==> src/design/rv32i_core_machine_mode_assert.svh <==
// Assertion macros used by the core's top-level RTL file.
`ifndef RV32I_CORE_MACHINE_MODE_ASSERT_SVH
`define RV32I_CORE_MACHINE_MODE_ASSERT_SVH

// Consequent must hold in the same cycle as the antecedent.
`define RVCM_ASSERT_SAME(lbl, ante, cons) \
  lbl: assert property (@(posedge clk_i) disable iff (!rst_ni) (ante) |-> (cons)) \
    else $error("rvcm assertion failed");

// Consequent must hold in the cycle after the antecedent.
`define RVCM_ASSERT_NEXT(lbl, ante, cons) \
  lbl: assert property (@(posedge clk_i) disable iff (!rst_ni) (ante) |=> (cons)) \
    else $error("rvcm assertion failed");

`endif

==> src/design/rvcm_pkg.sv <==
`default_nettype none
package rvcm_pkg;

  localparam int unsigned FAST_IRQ_LINES = 16;

  // Item kinds on the input stream.
  localparam logic [1:0] OP_INSTR  = 2'd0;
  localparam logic [1:0] OP_LOAD   = 2'd1;
  localparam logic [1:0] OP_IRQ    = 2'd2;
  localparam logic [1:0] OP_UNUSED = 2'd3;

  // Configuration register indexes.
  localparam logic [1:0] CFG_DEBUG_CONTROL = 2'd0;
  localparam logic [1:0] CFG_DEBUG_HALTED  = 2'd1;
  localparam logic [1:0] CFG_RESET_PC      = 2'd2;

  // Major opcodes.
  localparam logic [6:0] OPC_LUI    = 7'h37;
  localparam logic [6:0] OPC_AUIPC  = 7'h17;
  localparam logic [6:0] OPC_OPIMM  = 7'h13;
  localparam logic [6:0] OPC_OP     = 7'h33;
  localparam logic [6:0] OPC_SYSTEM = 7'b1110011;
  localparam logic [6:0] OPC_LOAD   = 7'h03;
  localparam logic [6:0] OPC_STORE  = 7'h23;
  localparam logic [6:0] OPC_JAL    = 7'h6F;
  localparam logic [6:0] OPC_JALR   = 7'h67;
  localparam logic [6:0] OPC_BRANCH = 7'h63;

  // CSR addresses.
  localparam logic [11:0] ADDR_MSTATUS  = 12'h300;
  localparam logic [11:0] ADDR_MISA     = 12'h301;
  localparam logic [11:0] ADDR_MIE      = 12'h304;
  localparam logic [11:0] ADDR_MTVEC    = 12'h305;
  localparam logic [11:0] ADDR_MSCRATCH = 12'h340;
  localparam logic [11:0] ADDR_MEPC     = 12'h341;
  localparam logic [11:0] ADDR_MCAUSE   = 12'h342;
  localparam logic [11:0] ADDR_MTVAL    = 12'h343;
  localparam logic [11:0] ADDR_MIP      = 12'h344;

  // Slots of the CSR array.
  localparam int unsigned NUM_CSRS = 9;
  localparam logic [3:0] SLOT_MSTATUS  = 4'd0;
  localparam logic [3:0] SLOT_MISA     = 4'd1;
  localparam logic [3:0] SLOT_MIE      = 4'd2;
  localparam logic [3:0] SLOT_MTVEC    = 4'd3;
  localparam logic [3:0] SLOT_MSCRATCH = 4'd4;
  localparam logic [3:0] SLOT_MEPC     = 4'd5;
  localparam logic [3:0] SLOT_MCAUSE   = 4'd6;
  localparam logic [3:0] SLOT_MTVAL    = 4'd7;
  localparam logic [3:0] SLOT_MIP      = 4'd8;

  // Exception cause codes.
  localparam logic [31:0] CAUSE_FETCH   = 32'd1;
  localparam logic [31:0] CAUSE_ILLEGAL = 32'd2;
  localparam logic [31:0] CAUSE_BREAK   = 32'd3;
  localparam logic [31:0] CAUSE_UCALL   = 32'd8;
  localparam logic [31:0] CAUSE_MCALL   = 32'd11;

  // Halt reasons.
  localparam logic [1:0] HALT_EBREAK = 2'd0;
  localparam logic [1:0] HALT_VCATCH = 2'd1;
  localparam logic [1:0] HALT_STEP   = 2'd2;

  localparam logic [1:0] MODE_USER    = 2'd0;
  localparam logic [1:0] MODE_MACHINE = 2'd3;

  typedef struct packed {
    logic        we;
    logic [4:0]  addr;
    logic [31:0] data;
  } rf_wr_t;

endpackage
`default_nettype wire

==> src/design/rvcm_regfile.sv <==
`default_nettype none
module rvcm_regfile
  import rvcm_pkg::*;
(
  input  wire logic        clk_i,
  input  wire logic        rst_ni,
  input  wire logic        rd_en_i,
  input  wire logic [4:0]  raddr_a_i,
  input  wire logic [4:0]  raddr_b_i,
  output logic      [31:0] rdata_a_o,
  output logic      [31:0] rdata_b_o,
  input  wire rf_wr_t      wr_i
);

  logic [31:0] mem_q [32];
  logic [31:0] valid_q;
  logic [31:0] rdata_a_q, rdata_b_q;
  logic        rvalid_a_q, rvalid_b_q;

  always_ff @(posedge clk_i) begin
    if (wr_i.we) begin
      mem_q[wr_i.addr] <= wr_i.data;
    end
    if (rd_en_i) begin
      rdata_a_q <= mem_q[raddr_a_i];
      rdata_b_q <= mem_q[raddr_b_i];
    end
  end

  // Entries never written since reset read as zero.
  always_ff @(posedge clk_i or negedge rst_ni) begin
    if (!rst_ni) begin
      valid_q    <= '0;
      rvalid_a_q <= 1'b0;
      rvalid_b_q <= 1'b0;
    end else begin
      if (wr_i.we) begin
        valid_q[wr_i.addr] <= 1'b1;
      end
      if (rd_en_i) begin
        rvalid_a_q <= valid_q[raddr_a_i];
        rvalid_b_q <= valid_q[raddr_b_i];
      end
    end
  end

  assign rdata_a_o = rvalid_a_q ? rdata_a_q : '0;
  assign rdata_b_o = rvalid_b_q ? rdata_b_q : '0;

endmodule
`default_nettype wire

==> src/design/rv32i_core_machine_mode.sv <==
`default_nettype none
`include "rv32i_core_machine_mode_assert.svh"
// RV32I machine-mode core driven by a stream of items: fetched instructions, returned load
// data and fast interrupt raises. It accepts one item per cycle unless the output stalls
// and delivers its result from an output register fed by the execute stage, so the
// throughput is one item per cycle; a load takes two items (the instruction and its data).
// The register file is a synchronous memory read at acceptance from the instruction's rs1
// and rs2 fields, with a bypass for the write made by the item executing at the same edge;
// the single execute stage behind it sets the rate. The register file needs no clearing
// pass. Configuration writes are taken only while no item waits in the execute stage.
module rv32i_core_machine_mode
  import rvcm_pkg::*;
(
  input  wire logic          clk_i,
  input  wire logic          rst_ni,
  input  wire logic          s_axis_tvalid,
  output logic               s_axis_tready,
  // instruction[31:0], fetch_fault[32], load_data[64:33], irq_index[68:65], zero pad
  input  wire logic [71:0]   s_axis_tdata,
  // op[1:0]
  input  wire logic [1:0]    s_axis_tuser,
  output logic               m_axis_tvalid,
  input  wire logic          m_axis_tready,
  // next_pc[31:0], mem_valid[32], mem_write[33], mem_addr[65:34], mem_size[67:66],
  // store_data[99:68], trap_taken[100], trap_cause[105:101], trap_interrupt[106],
  // halt_request[107], halt_reason[109:108], zero pad
  output logic      [111:0]  m_axis_tdata,
  input  wire logic          cfg_valid_i,
  output logic               cfg_ready_o,
  input  wire logic [1:0]    cfg_index_i,
  input  wire logic [31:0]   cfg_data_i
);

  logic s_accept, s1_fire;

  logic        s1_valid_q;
  logic [1:0]  s1_op_q;
  logic [31:0] s1_ins_q;
  logic        s1_fault_q;
  logic [31:0] s1_ld_q;
  logic [3:0]  s1_irq_q;
  logic        fwd_a_q, fwd_b_q;
  logic [31:0] fwd_data_q;

  logic [31:0] pc_q, pc_n;
  logic [1:0]  mode_q, mode_n;
  logic [31:0] csr_q [NUM_CSRS];
  logic [31:0] csr_n [NUM_CSRS];
  logic        trap_pend_q, trap_pend_n;
  logic        ld_valid_q, ld_valid_n;
  logic [4:0]  ld_rd_q, ld_rd_n;
  logic [2:0]  ld_f3_q, ld_f3_n;
  logic [2:0]  dbg_ctrl_q;
  logic        dbg_halt_q;

  logic        out_valid_q;
  logic [111:0] out_data_q, out_data_d;

  rf_wr_t      rf_wr, rf_wr_n;
  logic [31:0] rdata_a, rdata_b, op_a, op_b;

  rvcm_regfile u_regfile (
    .clk_i     (clk_i),
    .rst_ni    (rst_ni),
    .rd_en_i   (s_accept),
    .raddr_a_i (s_axis_tdata[19:15]),
    .raddr_b_i (s_axis_tdata[24:20]),
    .rdata_a_o (rdata_a),
    .rdata_b_o (rdata_b),
    .wr_i      (rf_wr)
  );

  assign s1_fire       = s1_valid_q && (!out_valid_q || m_axis_tready);
  assign s_axis_tready = !s1_valid_q || s1_fire;
  assign s_accept      = s_axis_tvalid && s_axis_tready;
  assign cfg_ready_o   = !s1_valid_q;
  assign m_axis_tvalid = out_valid_q;
  assign m_axis_tdata  = out_data_q;

  assign op_a = fwd_a_q ? fwd_data_q : rdata_a;
  assign op_b = fwd_b_q ? fwd_data_q : rdata_b;

  assign rf_wr.we   = rf_wr_n.we && s1_fire;
  assign rf_wr.addr = rf_wr_n.addr;
  assign rf_wr.data = rf_wr_n.data;

  function automatic logic [4:0] csr_slot(input logic [11:0] addr);
    logic [4:0] r;
    unique case (addr)
      ADDR_MSTATUS:  r = {1'b1, SLOT_MSTATUS};
      ADDR_MISA:     r = {1'b1, SLOT_MISA};
      ADDR_MIE:      r = {1'b1, SLOT_MIE};
      ADDR_MTVEC:    r = {1'b1, SLOT_MTVEC};
      ADDR_MSCRATCH: r = {1'b1, SLOT_MSCRATCH};
      ADDR_MEPC:     r = {1'b1, SLOT_MEPC};
      ADDR_MCAUSE:   r = {1'b1, SLOT_MCAUSE};
      ADDR_MTVAL:    r = {1'b1, SLOT_MTVAL};
      ADDR_MIP:      r = {1'b1, SLOT_MIP};
      default:       r = 5'd0;
    endcase
    return r;
  endfunction

  always_comb begin
    logic [31:0] ins, npc, ii, si, bi, ji, v, src, old, nv, s, tval, ecode;
    logic [6:0]  opc;
    logic [4:0]  rd, rs1, rs2, sh, slot, bitn;
    logic [2:0]  f3;
    logic        t, exc, stop, hreq, found, o_mvalid, o_mwrite, o_trap, o_intr;
    logic [1:0]  hreason, o_msize;
    logic [31:0] o_maddr, o_sdata;
    logic [4:0]  o_cause;
    logic [3:0]  sel;

    pc_n        = pc_q;
    mode_n      = mode_q;
    csr_n       = csr_q;
    trap_pend_n = trap_pend_q;
    ld_valid_n  = ld_valid_q;
    ld_rd_n     = ld_rd_q;
    ld_f3_n     = ld_f3_q;
    rf_wr_n     = '0;
    o_mvalid = 1'b0; o_mwrite = 1'b0; o_maddr = '0; o_msize = '0; o_sdata = '0;
    o_trap = 1'b0; o_cause = '0; o_intr = 1'b0; hreq = 1'b0; hreason = '0;

    ins = s1_ins_q;
    opc = ins[6:0];
    rd  = ins[11:7];
    f3  = ins[14:12];
    rs1 = ins[19:15];
    rs2 = ins[24:20];
    ii  = {{20{ins[31]}}, ins[31:20]};
    si  = {{20{ins[31]}}, ins[31:25], ins[11:7]};
    bi  = {{19{ins[31]}}, ins[31], ins[7], ins[30:25], ins[11:8], 1'b0};
    ji  = {{11{ins[31]}}, ins[31], ins[19:12], ins[20], ins[30:21], 1'b0};
    npc = pc_q + 32'd4;
    v = '0; src = '0; old = '0; nv = '0; s = '0; sh = '0; slot = '0; bitn = '0;
    t = 1'b0; exc = 1'b0; stop = 1'b0; ecode = '0; tval = '0;
    found = 1'b0; sel = '0;

    if (!dbg_halt_q) begin
      if (s1_op_q == OP_INSTR && !ld_valid_q) begin
        if (s1_fault_q) begin
          exc = 1'b1; stop = 1'b1; ecode = CAUSE_FETCH; tval = pc_q;
        end else begin
          unique case (opc)
            OPC_LUI: begin
              rf_wr_n = '{we: rd != 5'd0, addr: rd, data: {ins[31:12], 12'd0}};
            end
            OPC_AUIPC: begin
              rf_wr_n = '{we: rd != 5'd0, addr: rd, data: pc_q + {ins[31:12], 12'd0}};
            end
            OPC_OPIMM, OPC_OP: begin
              if (opc == OPC_OP) ii = op_b;
              sh = ii[4:0];
              unique case (f3)
                3'd0: v = (opc == OPC_OP && ins[30]) ? op_a - op_b : op_a + ii;
                3'd1: v = op_a << sh;
                3'd2: v = {31'd0, $signed(op_a) < $signed(ii)};
                3'd3: v = {31'd0, op_a < ii};
                3'd4: v = op_a ^ ii;
                3'd5: v = ins[30] ? 32'($signed(op_a) >>> sh) : op_a >> sh;
                3'd6: v = op_a | ii;
                default: v = op_a & ii;
              endcase
              rf_wr_n = '{we: rd != 5'd0, addr: rd, data: v};
            end
            OPC_SYSTEM: begin
              if (f3 == 3'd0) begin
                npc = pc_q;
                if (rs2 == 5'd0) begin
                  if (mode_q == MODE_MACHINE) begin
                    exc = 1'b1; ecode = CAUSE_MCALL;
                  end else if (mode_q == MODE_USER) begin
                    exc = 1'b1; ecode = CAUSE_UCALL;
                  end else begin
                    exc = 1'b1; stop = 1'b1; ecode = CAUSE_ILLEGAL; tval = ins;
                  end
                end else if (rs2 == 5'd1) begin
                  if (dbg_ctrl_q[0]) begin
                    hreq = 1'b1; hreason = HALT_EBREAK;
                  end else begin
                    exc = 1'b1; stop = 1'b1; ecode = CAUSE_BREAK;
                  end
                end else if (rs2 == 5'd2 && mode_q == MODE_MACHINE) begin
                  s = csr_q[SLOT_MSTATUS];
                  mode_n = s[12:11];
                  s[12:11] = 2'd0;
                  s[3] = s[7];
                  s[7] = 1'b1;
                  csr_n[SLOT_MSTATUS] = s;
                  npc = csr_q[SLOT_MEPC];
                end else begin
                  exc = 1'b1; stop = 1'b1; ecode = CAUSE_ILLEGAL; tval = ins;
                end
              end else if (f3 == 3'd4) begin
                exc = 1'b1; stop = 1'b1; ecode = CAUSE_ILLEGAL; tval = ins;
              end else begin
                src  = f3[2] ? {27'd0, rs1} : op_a;
                slot = csr_slot(ins[31:20]);
                old  = slot[4] ? csr_q[slot[3:0]] : '0;
                unique case (f3[1:0])
                  2'd1:    nv = src;
                  2'd2:    nv = old | src;
                  default: nv = old & ~src;
                endcase
                if (slot[4]) csr_n[slot[3:0]] = nv;
                rf_wr_n = '{we: rd != 5'd0, addr: rd, data: old};
              end
            end
            OPC_LOAD: begin
              if (f3 == 3'd3 || f3 > 3'd5) begin
                exc = 1'b1; stop = 1'b1; ecode = CAUSE_ILLEGAL; tval = ins;
              end else begin
                o_mvalid = 1'b1; o_maddr = op_a + ii; o_msize = f3[1:0];
                ld_valid_n = 1'b1; ld_rd_n = rd; ld_f3_n = f3;
                pc_n = npc;
                stop = 1'b1;
              end
            end
            OPC_STORE: begin
              if (f3 > 3'd2) begin
                exc = 1'b1; stop = 1'b1; ecode = CAUSE_ILLEGAL; tval = ins;
              end else begin
                o_mvalid = 1'b1; o_mwrite = 1'b1; o_maddr = op_a + si;
                o_msize = f3[1:0]; o_sdata = op_b;
              end
            end
            OPC_JAL: begin
              rf_wr_n = '{we: rd != 5'd0, addr: rd, data: pc_q + 32'd4};
              npc = pc_q + ji;
            end
            OPC_JALR: begin
              npc = (op_a + ii) & ~32'd1;
              rf_wr_n = '{we: rd != 5'd0, addr: rd, data: pc_q + 32'd4};
            end
            OPC_BRANCH: begin
              unique case (f3)
                3'd0: t = op_a == op_b;
                3'd1: t = op_a != op_b;
                3'd4: t = $signed(op_a) < $signed(op_b);
                3'd5: t = !($signed(op_a) < $signed(op_b));
                3'd6: t = op_a < op_b;
                3'd7: t = op_a >= op_b;
                default: begin
                  exc = 1'b1; stop = 1'b1; ecode = CAUSE_ILLEGAL; tval = ins;
                end
              endcase
              if (t) npc = pc_q + bi;
            end
            default: begin
              exc = 1'b1; stop = 1'b1; ecode = CAUSE_ILLEGAL; tval = ins;
            end
          endcase
        end
        if (exc) begin
          if (dbg_ctrl_q[2] && !hreq) begin
            hreq = 1'b1; hreason = HALT_VCATCH;
          end
          csr_n[SLOT_MCAUSE] = ecode;
          csr_n[SLOT_MTVAL]  = tval;
          trap_pend_n = 1'b1;
        end
        if (!stop) begin
          pc_n = npc;
          if (dbg_ctrl_q[1] && !hreq) begin
            hreq = 1'b1; hreason = HALT_STEP;
          end
        end
      end else if (s1_op_q == OP_LOAD && ld_valid_q) begin
        unique case (ld_f3_q)
          3'd0:    v = {{24{s1_ld_q[7]}}, s1_ld_q[7:0]};
          3'd1:    v = {{16{s1_ld_q[15]}}, s1_ld_q[15:0]};
          3'd4:    v = {24'd0, s1_ld_q[7:0]};
          3'd5:    v = {16'd0, s1_ld_q[15:0]};
          default: v = s1_ld_q;
        endcase
        rf_wr_n = '{we: ld_rd_q != 5'd0, addr: ld_rd_q, data: v};
        ld_valid_n = 1'b0;
        if (dbg_ctrl_q[1]) begin
          hreq = 1'b1; hreason = HALT_STEP;
        end
      end else if (s1_op_q == OP_IRQ) begin
        if ({1'b0, s1_irq_q} < 5'(FAST_IRQ_LINES)) begin
          if (dbg_ctrl_q[2]) begin
            hreq = 1'b1; hreason = HALT_VCATCH;
          end
          bitn = {1'b1, s1_irq_q};
          csr_n[SLOT_MCAUSE] = {1'b1, 26'd0, bitn};
          csr_n[SLOT_MIP][bitn] = 1'b1;
        end
      end

      // Trap entry at the end of the step, never while a load is outstanding.
      if (!ld_valid_n) begin
        if (trap_pend_n) begin
          trap_pend_n = 1'b0;
          found = 1'b1;
        end else if (csr_n[SLOT_MSTATUS][3]) begin
          for (int i = 0; i < FAST_IRQ_LINES; i++) begin
            if (!found && csr_n[SLOT_MIE][16 + i] && csr_n[SLOT_MIP][16 + i]) begin
              found = 1'b1;
              sel   = 4'(i);
            end
          end
          if (found) begin
            bitn = {1'b1, sel};
            csr_n[SLOT_MIP][bitn] = 1'b0;
            csr_n[SLOT_MCAUSE] = {1'b1, 26'd0, bitn};
          end
        end
        if (found) begin
          s = csr_n[SLOT_MSTATUS];
          s[7] = s[3];
          s[3] = 1'b0;
          s[12:11] = mode_n;
          csr_n[SLOT_MSTATUS] = s;
          mode_n = MODE_MACHINE;
          csr_n[SLOT_MEPC] = pc_n;
          pc_n = csr_n[SLOT_MTVEC];
          o_trap  = 1'b1;
          o_cause = csr_n[SLOT_MCAUSE][4:0];
          o_intr  = csr_n[SLOT_MCAUSE][31];
        end
      end
    end

    out_data_d = {2'd0, hreason, hreq, o_intr, o_cause, o_trap, o_sdata, o_msize,
                  o_maddr, o_mwrite, o_mvalid, pc_n};
  end

  always_ff @(posedge clk_i) begin
    if (s_accept) begin
      s1_op_q    <= s_axis_tuser;
      s1_ins_q   <= s_axis_tdata[31:0];
      s1_fault_q <= s_axis_tdata[32];
      s1_ld_q    <= s_axis_tdata[64:33];
      s1_irq_q   <= s_axis_tdata[68:65];
      fwd_a_q    <= rf_wr.we && rf_wr.addr == s_axis_tdata[19:15];
      fwd_b_q    <= rf_wr.we && rf_wr.addr == s_axis_tdata[24:20];
      fwd_data_q <= rf_wr.data;
    end
    if (s1_fire) begin
      out_data_q <= out_data_d;
      ld_rd_q    <= ld_rd_n;
      ld_f3_q    <= ld_f3_n;
    end
  end

  always_ff @(posedge clk_i or negedge rst_ni) begin
    if (!rst_ni) begin
      s1_valid_q  <= 1'b0;
      out_valid_q <= 1'b0;
      pc_q        <= '0;
      mode_q      <= MODE_MACHINE;
      for (int i = 0; i < NUM_CSRS; i++) csr_q[i] <= '0;
      trap_pend_q <= 1'b0;
      ld_valid_q  <= 1'b0;
      dbg_ctrl_q  <= '0;
      dbg_halt_q  <= 1'b0;
    end else begin
      if (s_accept) begin
        s1_valid_q <= 1'b1;
      end else if (s1_fire) begin
        s1_valid_q <= 1'b0;
      end
      if (s1_fire) begin
        out_valid_q <= 1'b1;
      end else if (m_axis_tready) begin
        out_valid_q <= 1'b0;
      end
      if (s1_fire) begin
        pc_q        <= pc_n;
        mode_q      <= mode_n;
        csr_q       <= csr_n;
        trap_pend_q <= trap_pend_n;
        ld_valid_q  <= ld_valid_n;
      end
      if (cfg_valid_i && cfg_ready_o) begin
        unique case (cfg_index_i)
          CFG_DEBUG_CONTROL: dbg_ctrl_q <= cfg_data_i[2:0];
          CFG_DEBUG_HALTED:  dbg_halt_q <= cfg_data_i[0];
          CFG_RESET_PC:      pc_q       <= cfg_data_i;
          default: ;
        endcase
      end
    end
  end

  `RVCM_ASSERT_SAME(a_no_x0_write, rf_wr.we, rf_wr.addr != 5'd0)
  `RVCM_ASSERT_NEXT(a_load_pending, s1_fire && out_data_d[32] && !out_data_d[33], ld_valid_q)
  `RVCM_ASSERT_NEXT(a_trap_machine, s1_fire && out_data_d[100], mode_q == MODE_MACHINE)
  `RVCM_ASSERT_SAME(a_no_trap_in_load, s1_fire && ld_valid_n, !out_data_d[100])

endmodule
`default_nettype wire
==> config.mk <==
export PLATFORM = sky130hd
export DESIGN_NAME = rv32i_core_machine_mode
export DESIGN_NICKNAME = d
export VERILOG_FILES = /design/src/design/rvcm_pkg.sv /design/src/design/rvcm_regfile.sv /design/src/design/rv32i_core_machine_mode.sv
export VERILOG_INCLUDE_DIRS = /design/src /design/src/design
export SDC_FILE = /design/constraint.sdc
export NUM_CORES = 2
export LEC_CHECK = 0
export ABC_AREA = 0
export BUFFER_PORTS_ARGS = -buffer_cell sky130_fd_sc_hd__buf_2
export CAP_MARGIN = 40
export CORE_ASPECT_RATIO = 0.6
export CORE_MARGIN = 5
export CORE_UTILIZATION = 42
export CTS_CLUSTER_DIAMETER = 150
export DETAILED_ROUTE_END_ITERATION = 16
export HOLD_SLACK_MARGIN = 0.12
export SLEW_MARGIN = 5
export SYNTH_ARGS = -nofsm -noshare
export SYNTH_HDL_FRONTEND = slang
export SYNTH_SLANG_ARGS = --single-unit
==> constraint.sdc <==
create_clock -name clk_i -period 22.9 [get_ports clk_i]
set_input_delay 2.29 -clock clk_i [delete_from_list [all_inputs] [get_ports clk_i]]
set_output_delay 2.29 -clock clk_i [all_outputs]
set_load 0.05 [all_outputs]
==> results.sh <==
export IMPL_hold_viol=0
export IMPL_row_count=138
export IMPL_nFillCells=21180
export IMPL_placedCellCount=11530
export IMPL_ys_seq_area_share_pct=48.93
export IMPL_clk_pin_slew_ps=70
export IMPL_htreeDepth=4
export IMPL_vias_per_cell=7.201
export IMPL_drt_wl_total_mm=517.7
export IMPL_vias=85530
export IMPL_start_util_pct=42.13
export IMPL_syn_to_final_growth_pct=13.86
export IMPL_skew_ps=100.5
export IMPL_fmax_mhz=117.0
export IMPL_ctsResizeCount=0
export IMPL_min_path_type="reg -> reg"
export IMPL_design_area_mm2=0.1128
export IMPL_maxSlewViolCount=0
export IMPL_rsz0062_at_grt="false"
export IMPL_path_max_fanout=21
export IMPL_synth_common_cells="edfxtp_1, nand2_1, mux4_2"
export IMPL_yosys_warnings=0
export IMPL_synth_area_leaders="edfxtp_1, mux4_2, dfrtp_1, a21oi_1, ha_1"
export IMPL_drive_above_1_share_pct=23.54
export IMPL_dp_hpwl_mm=374.3
export IMPL_clock_sinks=1675
export IMPL_worst_path_buf_inv=4
export IMPL_antenna_found_initial=65
export IMPL_max_cap_violations=0
export IMPL_core_area_mm2=0.2352
export IMPL_yosys_area_top_type="edfxtp_1"
export IMPL_synth_main_ff_cell="edfxtp_1"
export IMPL_dieArea_mm2=0.2460
export IMPL_placed_area_mm2=0.1074
export IMPL_critPathSlowestCell="a211oi_1"
export IMPL_finish_utilization_pct=47.97
export IMPL_grt_pass1_wl_mm=686.6
export IMPL_crit_path_max_incr_delay_ps=890
export IMPL_cts_root_buffer="clkbuf_16"
export IMPL_ios=228
export IMPL_worstPathCellList="nor2b_4 > buf_4 > a22oi_1 > inv_1 > ha_1 > inv_1 > fa_1 > a21oi_1 > nand4b_1 > nand4_1 > a21oi_1 > or3_1 > a21bo_2 > nand2_1 > buf_4 > a21o_1 > a211oi_1 > mux2i_1 > mux2_2"
export IMPL_post_cts_buffers=0
export IMPL_overflow=0
export IMPL_worstMarginPinSlew_ps=1402
export IMPL_synth_edf_count=1311
export IMPL_synthCells=8219
export IMPL_required_ps=23470
export IMPL_clk_latency_ps=900
export IMPL_dr_pass1_iters=7
export IMPL_p_per_area_mw_per_mm2=75.71
export IMPL_route_detailed_drc=0
export IMPL_crit_type="reg -> reg"
export IMPL_syn_avg_cell_area_um2=12.05
export IMPL_end_kind="register"
export IMPL_cts_buffer_depth=4
export IMPL_status="completed"
export IMPL_period_share_pct=37.31
export IMPL_io_buffers=222
export IMPL_ys_ff_latch=1675
export IMPL_async_flop_share_pct=21.73
export IMPL_nets=8919
export IMPL_wl_per_cell_um=43.59
export IMPL_setup_tns_ps=0
export IMPL_die_x_um=637.0
export IMPL_critPathArrivalTime_ps=9120
export IMPL_synth_most_common_cell="edfxtp_1"
export IMPL_ir_drop_v=0.00005914
export IMPL_grt_usage_pct=40.85
export IMPL_setup_ws_ps=14360
export IMPL_ant_nets=0
export IMPL_hold_buffers=0
export IMPL_maxSlewHeadroom_pct=6.526
export IMPL_setup_viol=0
export IMPL_critPathTopFamily="compound AO/OA/AOI/OAI gates"
export IMPL_period_minus_slack_ps=8544
export IMPL_fin_cells=11880
export IMPL_drt_iter0_markers=16650
export IMPL_yosys_area_top_type_share_pct=39.73
export IMPL_ys_types=123
export IMPL_cts_tree="done"
export IMPL_worst_setup_path_start_kind="register"
export IMPL_cts_buffers=172
export IMPL_grt_max_degree=129
export IMPL_syn_area_mm2=0.09908
export IMPL_die_h_um=386.2
export IMPL_grt_pass1_vias=77260
export IMPL_dp_slack_ps=15020
export IMPL_gp_congestion=1.095
export IMPL_p_leak_uw=0.04092
worst paths after layout:
check                                startpoint  slack (ps)  cells after the start                   end
setup reg to reg           u_regfile.rvalid_b_q       14360                     19      m_axis_tdata[24]
max in group asynchronous                rst_ni       18820                      6             csr_q[18]
hold reg to reg            u_regfile.valid_q[0]         400                      0  u_regfile.valid_q[0]
min in group asynchronous                rst_ni        1440                      1              pc_q[23]
hold / removal             u_regfile.valid_q[0]         400                      0  u_regfile.valid_q[0]
setup / recovery           u_regfile.rvalid_b_q       14360                     19      m_axis_tdata[24]
state kept, by name (all words and copies together) (netlist names), 2 cells and up:
signal               count
u_regfile.rdata_a_q     32
u_regfile.valid_q       32
pc_q                    32
u_regfile.mem_q       1024
s1_op_q                  2
ld_f3_q                  3
mode_q                   2
ld_rd_q                  5
fwd_data_q              32
u_regfile.rdata_b_q     32
s1_ins_q                32
s1_ld_q                 32
s1_irq_q                 4
m_axis_tdata           110
csr_q                  288
dbg_ctrl_q               3
worst register-to-register path, cell delays in order, from the launching register on:
cell and delay [ps]:
dfrtp_1 750, nor2b_4 590, buf_4 570, a22oi_1 230, inv_1 480, ha_1 290, inv_1 70, fa_1 430
a21oi_1 180, nand4b_1 180, nand4_1 460, a21oi_1 690, or3_1 390, a21bo_2 710, nand2_1 180, buf_4 280
a21o_1 230, a211oi_1 890, mux2i_1 290, mux2_2 340
cell families (layout without fill, tap and decap cells):
logic type	count (synthesis)	in the layout	share of synthesized area [%]
other	1	68	0.003785
multiplexers	931	931	17.96
flip-flops	1675	1675	48.93
buffers and inverters	805	1246	3.128
adder cells (fa/ha/maj)	235	235	3.021
AND/OR/NAND/NOR	2046	2046	9.618
AO/OA/AOI/OAI	2358	2358	15.85
XOR/XNOR	168	168	1.485
cell type report:
| class | instances | area, µm² | share of cell area, % |
|---|---|---|---|
| diodes | 34 | 85.08 | 0.07542 |
| clock buffers | 214 | 4597 | 4.075 |
| clock inverters | 82 | 656.9 | 0.5823 |
| inverters | 160 | 613.1 | 0.5435 |
| multi-input cells | 5772 | 48390 | 42.89 |
| flip-flops and latches | 1675 | 48480 | 42.98 |
| well taps | 3150 | 3941 | 3.494 |
| repair buffers | 790 | 6053 | 5.366 |
cell usage in the layout, fill, tap and decap left out, types with 120 or more instances in the layout:
master and instances:
a21oi_1 585, buf_2 247, buf_4 481, clkbuf_16 176, dfrtp_1 361, edfxtp_1 1311, ha_1 228, inv_1 154
mux2_2 120, mux2i_1 141, mux4_2 665, nand2_1 691, nand3_1 176, nor2_1 548, nor3_1 123, o21ai_0 531
per-layer routing:
layer | global-route usage, % | share of wire [%] | vias to the layer above
li1 | - | - | 33230
met1 | 61.42 | 43 | 44140
met2 | 48.89 | 36 | 7290
met3 | 22.58 | 18 | 844
met4 | 11.16 | 3.4 | 30
met5 | 1.001 | 0.087 | -
report_power, final:
| group | switching (µW) | total (µW) | internal [µW] | leakage [µW] |
|---|---|---|---|---|
| clock network | 1270 | 2770 | 1490 | 0.00255 |
| logic | 1460 | 2160 | 693 | 0.0211 |
| registers | 227 | 3620 | 3390 | 0.0173 |
| total | 2960 | 8540 | 5580 | 0.0409 |
per-stage QoR:
step | total power [µW] | hold WS (ps)
after floorplan | 4717 | 441.2
after CTS | 8413 | 409.2
after global routing | 8724 | 424.9
final | 8541 | 404.1
after global placement | 5640 | 381.2
after detailed placement | 5671 | 391.9
Power figures use the tool's default switching activity.
